--- src/hdl/eau_pkg.sv ---
// Shared types and constants for the execute stage ALU with address unit.
// No dependencies; imported by every module of the block.
`default_nettype none
package eau_pkg;
    localparam int DATA_WIDTH  = 64;
    localparam int HALF_WIDTH  = DATA_WIDTH / 2;
    localparam int SHIFT_AMT   = 32;
    localparam int DIV_STEPS   = DATA_WIDTH;

    localparam logic [3:0] OP_ADD      = 4'd0;
    localparam logic [3:0] OP_SUB      = 4'd1;
    localparam logic [3:0] OP_SHUTDOWN = 4'd2;
    localparam logic [3:0] OP_NOP      = 4'd3;
    localparam logic [3:0] OP_DEBUG    = 4'd4;
    localparam logic [3:0] OP_MUL_ADD  = 4'd5;
    localparam logic [3:0] OP_DIV_ADD  = 4'd6;
    localparam logic [3:0] OP_LOAD     = 4'd7;
    localparam logic [3:0] OP_STORE    = 4'd8;

    localparam logic [7:0] MODE_DIRECT  = 8'd0;
    localparam logic [7:0] MODE_BASE    = 8'd1;
    localparam logic [7:0] MODE_SHIFTED = 8'd2;

    typedef logic [DATA_WIDTH-1:0] t_word;

    // Fields that ride along the divider pipeline
    typedef struct packed {
        t_word res_pre;
        t_word imm;
        t_word addr;
        logic  is_div;
        logic  fwd;
        logic  down;
        logic  bad_op;
        logic  dz;
        logic  bad_mode;
    } t_side;

    typedef struct packed {
        t_word rem;
        t_word dvd;
        t_word dsr;
        t_word quo;
        t_side side;
    } t_div;
endpackage
`default_nettype wire

--- src/hdl/eau_div_step.sv ---
// One restoring-division step: produces one quotient bit per stage.
// Depends on eau_pkg.
`default_nettype none
module eau_div_step (
    input  wire logic          i_clk,
    input  wire logic          i_rst_n,
    input  wire logic          i_en,
    input  wire logic          i_valid,
    input  eau_pkg::t_div      i_data,
    output logic               o_valid,
    output eau_pkg::t_div      o_data
);
    import eau_pkg::*;

    logic                r_valid;
    t_div                r_data;
    t_div                n_data;
    logic [DATA_WIDTH:0] w_trial;
    logic [DATA_WIDTH:0] w_diff;

    always_comb begin
        w_trial = {i_data.rem, i_data.dvd[DATA_WIDTH-1]};
        w_diff  = w_trial - {1'b0, i_data.dsr};
        n_data  = i_data;
        n_data.dvd = {i_data.dvd[DATA_WIDTH-2:0], 1'b0};
        // b of zero always subtracts, giving an all-ones quotient
        if (!w_diff[DATA_WIDTH]) begin
            n_data.rem = w_diff[DATA_WIDTH-1:0];
            n_data.quo = {i_data.quo[DATA_WIDTH-2:0], 1'b1};
        end else begin
            n_data.rem = w_trial[DATA_WIDTH-1:0];
            n_data.quo = {i_data.quo[DATA_WIDTH-2:0], 1'b0};
        end
    end

    always_ff @(posedge i_clk) begin
        if (!i_rst_n) begin
            r_valid <= 1'b0;
        end else if (i_en) begin
            r_valid <= i_valid;
        end
    end

    always_ff @(posedge i_clk) begin
        if (i_en) begin
            r_data <= n_data;
        end
    end

    assign o_valid = r_valid;
    assign o_data  = r_data;
endmodule
`default_nettype wire

--- config.mk ---
export PLATFORM = sky130hd
export DESIGN_NAME = eau_div_step
export DESIGN_NICKNAME = d
export VERILOG_FILES = /design/src/hdl/eau_pkg.sv /design/src/hdl/eau_div_step.sv
export SDC_FILE = /design/constraint.sdc
export NUM_CORES = 1
export LEC_CHECK = 0
export ABC_AREA = 1
export BUFFER_PORTS_ARGS = -buffer_cell sky130_fd_sc_hd__buf_2
export CORE_AREA = 2 2 359 361
export CTS_BUF_LIST = sky130_fd_sc_hd__clkbuf_8
export CTS_CLUSTER_DIAMETER = 200
export DETAILED_ROUTE_END_ITERATION = 12
export DIE_AREA = 0 0 361 363
export SETUP_SLACK_MARGIN = 0.05
export SLEW_MARGIN = 10
export SYNTH_ARGS = -nofsm -noshare
export SYNTH_HDL_FRONTEND = slang
export SYNTH_SLANG_ARGS = --single-unit
--- constraint.sdc ---
create_clock -name i_clk -period 7.2 [get_ports i_clk]
set_input_delay 1.08 -clock i_clk [delete_from_list [all_inputs] [get_ports i_clk]]
set_output_delay 1.08 -clock i_clk [all_outputs]
set_load 0.01 [all_outputs]
Yosys cells after proc, flatten, opt, wreduce, memory -nomap -nowiden
Cells that the tools add are included.

storage, ports and cells
  register bits = 454
  input port bits = 458
  word-level logic and storage cells = 17

cells by class
  $add $sub $neg = 1
  mux-type cells = 2

operators with widths
  kind                          number
  subtractor 65 x 64 -> 65 bit  1
  two-way mux 64 bit            1
  two-way mux 1 bit             1

Logic depth before layout (Yosys ltp)
  depth in word-level cells = 2
  depth in mapped cells = 20
  mapped depth without buffers = 18

Worst setup path before layout
No wires, ideal clock.

  kind = input -> register
  start = input port i_data[389] in the netlist's numbering
  end = register r_data (netlist bit o_data[431]) (data pin)
  arrival time = 2.877 ns
  slack = 4.071 ns
  stages = 19
  cell sequence = inv_1 -> ha_1 -> fa_1 -> inv_1 -> nand2_1 -> nand2_1 -> nand3_1 -> nand2_2 -> nand2_1 -> nand2_2 -> nand2_1 -> nand2_2 -> nand2_2 -> nand3_1 -> nand2_2 -> buf_12 -> buf_12 -> nand2_2 -> nand2_1

RTL lines
  what                  line                source
  start, declared       eau_div_step.sv:9   input eau_pkg::t_div i_data,
  end signal, assigned  eau_div_step.sv:46  r_data <= n_data;
  end, declared         eau_div_step.sv:16  t_div r_data;

==> results.py <==
metrics = {
    "power_and_ir_drop": {
        "p_int_mw": 4.98,
        "swShare_pct": 32.1,
        "p_seq_share_pct": 44.6,
        "p_leak_nw": 14.3,
        "p_clk_share_pct": 36.2,
        "power_mw": 7.33,
        "power_switching_mw": 2.36,
        "peakVddDrop_uv": 121,
        "comb_power_share_pct": 19.2,
        "power.density_nw_per_um2": 251,
    },
    "routing": {
        "route.antenna.remaining_nets": 0,
        "routed_wl_um": 130000,
        "first_iter_violations": 1217,
        "wl_per_cell_um": 27.1,
        "vias": 18488,
        "via_per_inst": 3.84,
        "dr.pass1.iters": 6,
        "post-route-drc-count": 0,
    },
    "logic_synthesis": {
        "synth_seq_cells": 454,
        "synth_edf_count": 453,
        "syn-instance-count": 2063,
        "seq_area_frac_synth_pct": 65.3,
        "async_flop_share_pct": 0,
        "synth.area.top_cells": "edfxtp_1 (65%), nand2_1 (14%), inv_1 (7.0%)",
        "syn_area_um2": 20900,
        "yosysWarnings": 0,
        "syn_nets": 2586,
        "yosys.area.top_type": "edfxtp_1",
        "synth_top_area_share_pct": 65.2,
        "netlist-cell-type-count": 33,
        "ys.flop_type": "edfxtp_1",
        "synth.avg_cell_area_um2": 10.1,
    },
    "hold_path": {
        "hold_path.class": "input port to flip-flop",
        "min_from": "i_data[158]",
    },
    "timing": {
        "rsz0062_at_grt": "false",
        "drv_slew": 0,
        "fin_setup_tns_ps": 0,
        "period_share_pct": 54.7,
        "tightest_slew_ps": 1130,
        "post-route-min-period_ps": 3940,
        "skew_ps": 0,
        "hold_ws_ps": 468,
        "setup_viol": 0,
        "relSlewSlack_pct": 24.1,
        "max_freq_mhz": 254,
        "hold_viol": 0,
    },
    "final_layout": {
        "final_cells": 4809,
        "regArea_um2": 13600,
        "layout.nets": 3577,
        "post-route-util_pct": 23.0,
        "n_fill_cell": 14004,
        "final_layout_size_suffix_gt1_share_pct": 34.4,
        "syn_to_final_growth_pct": 40.0,
        "multiInputGateArea_um2": 5620,
    },
    "grt": {
        "overflow": 0,
        "grtUsageTotal_pct": 19.2,
        "grt_pass1_wl_um": 166000,
        "grt_pass1_vias": 18152,
        "grt_max_degree": 156,
        "antenna_found_initial": 92,
    },
    "die": {
        "ios": 913,
        "rows": 131,
        "die_x_um": 361,
        "die-area_um2": 131000,
        "die_h_um": 363,
        "core_area_um2": 127000,
        "initial_core_util_pct": 16.4,
    },
    "place": {
        "placedCellCount": 4625,
        "io_buffers": 910,
        "gp_congestion": 0.939,
        "post-dp-hpwl_um": 112000,
    },
    "setup_path": {
        "critPathCaptureType": "flip-flop",
        "worstPathArrival_ps": 4550,
        "crit_path_cell_trace": "buf_2 > ha_1 > fa_1 > inv_1 > nand2_1 > nand2_1 > nand3_1 > nand2_2 > nand2_1 > nand2_2 > nand2_1 > nand2_2 > nand2_2 > nand2_2 > nand2_2 > nand2_2 > buf_4 > nand2_1 > nand2_1",
        "worstSetupPathType": "input port to flip-flop",
        "slowest_delay_ps": 810,
        "cp_common_cell": "nand2_2",
        "regToRegStartpoint": "o_valid$_SDFFE_PN0P_",
        "cp-start-kind": "input port",
        "crit_path_max_fanout": 39,
        "critPathSlowestCell": "nand2_2",
        "crit_required_ps": 7810,
        "critPathLaunch": "i_data[262]",
    },
    "clock_tree": {
        "clock-root-buffer": "clkbuf_8",
        "ctsHoldBuffers": 0,
        "cts_tree": "yes",
        "htree_levels": 3,
        "clkTransAtPathRegs_ps": 60,
        "cts.path.max_buffers": 3,
        "cts_sinks": 454,
        "postCtsResizedCells": 0,
        "cts_buffers": 89,
        "clock_latency_ps": 760,
        "post-cts-setup-buffers": 0,
    },
    "run": {
        "cap_viol_max_count": 0,
    },
    "run_status": {
        "status": "finished clean",
    },
}
[registers in the layout, summed over array words and instances, names as in the netlist]
name,flops
o_data,453
o_valid,1
[layer usage]
layer  track usage (%)  up-vias  wire (µm)
met4              4.50       56       3470
li1                  -     8614          -
met5                 0        -        375
met2              32.5      842      61600
met1              21.3     8731      48300
met3              10.2      245      16700
[area by class of cell]
type / instances / share of cell area, %
flip-flops and latches: 454 / 46.6
repair buffers: 914 / 15.9
clock buffers: 89 / 4.19
diodes: 23 / 0.197
clock inverters: 72 / 1.68
multi-input cells: 1201 / 19.3
inverters: 394 / 5.06
well taps: 1662 / 7.12
[cells in the final DEF, fill, tap and decap left out, drive strengths merged, types with 2 or more instances in the layout]
master / synthesis / layout
xor2: 30 / 30
ha: 64 / 64
nor4: 4 / 4
nor3: 12 / 12
clkinvlp: 0 / 2
bufinv: 0 / 5
nor2: 111 / 111
inv: 393 / 418
nand3: 70 / 70
a21oi: 54 / 54
buf: 14 / 914
o21bai: 8 / 8
clkinv: 1 / 41
nand2: 818 / 818
nand4: 17 / 17
diode: 0 / 23
edfxtp: 453 / 453
o21ai: 5 / 5
clkbuf: 0 / 89
or2: 2 / 2
and3: 2 / 2
[stage by stage]
| step | setup slack, ps | instance area, µm² |
|---|---|---|
| floorplan | 4070 | 20900 |
| global placement | 2500 | 27400 |
| detailed placement | 2460 | 27400 |
| CTS | 3320 | 29200 |
| global route | 3070 | 29200 |
| finish | 3260 | 29200 |
[worst paths after layout]
kind         slack, ps               endpoint  cells after the start
max               3260  o_data[404]$_DFFE_PP_                     19
min                470  o_data[158]$_DFFE_PP_                      1
max reg2reg       6530   o_valid$_SDFFE_PN0P_                      2
min reg2reg        560   o_valid$_SDFFE_PN0P_                      2
[power groups by stage]
stage / Sequential, mW / Clock (mW) / Combinational, mW
after floorplan: 3.43 / 0 / 0.477
after global placement: 3.32 / 0 / 1.44
after detailed placement: 3.32 / 0 / 1.44
after CTS: 3.27 / 2.77 / 1.45
after global routing: 3.29 / 2.86 / 1.55
final: 3.27 / 2.65 / 1.41
[cells by family (layout without fill, tap and decap cells)]
logic type / count (synthesis) / after routing / share of synthesized area (%)
other: 1 / 24 / 0.0180
XOR/XNOR: 31 / 31 / 1.30
flip-flops: 454 / 454 / 65.3
adder cells (fa/ha/maj): 65 / 65 / 3.93
AO/OA/AOI/OAI: 67 / 67 / 1.70
buffers and inverters: 408 / 1469 / 7.79
AND/OR/NAND/NOR: 1037 / 1037 / 20.0
[Yosys cell counts, drive strengths merged, types with 5 or more instances]
cell type  instances
nand4             17
o21ai              5
xor2              30
ha                64
nand2            818
a21oi             54
buf               14
o21bai             8
inv              393
nor2             111
nor3              12
nand3             70
edfxtp           453
[worst max-delay path: cells and delay by family]
kind,cells,cell delay [ps]
AND/OR/NAND/NOR,14,2060
adder cells (fa/ha/maj),2,670
buffers and inverters,3,690
Power figures use the tool's default switching activity.
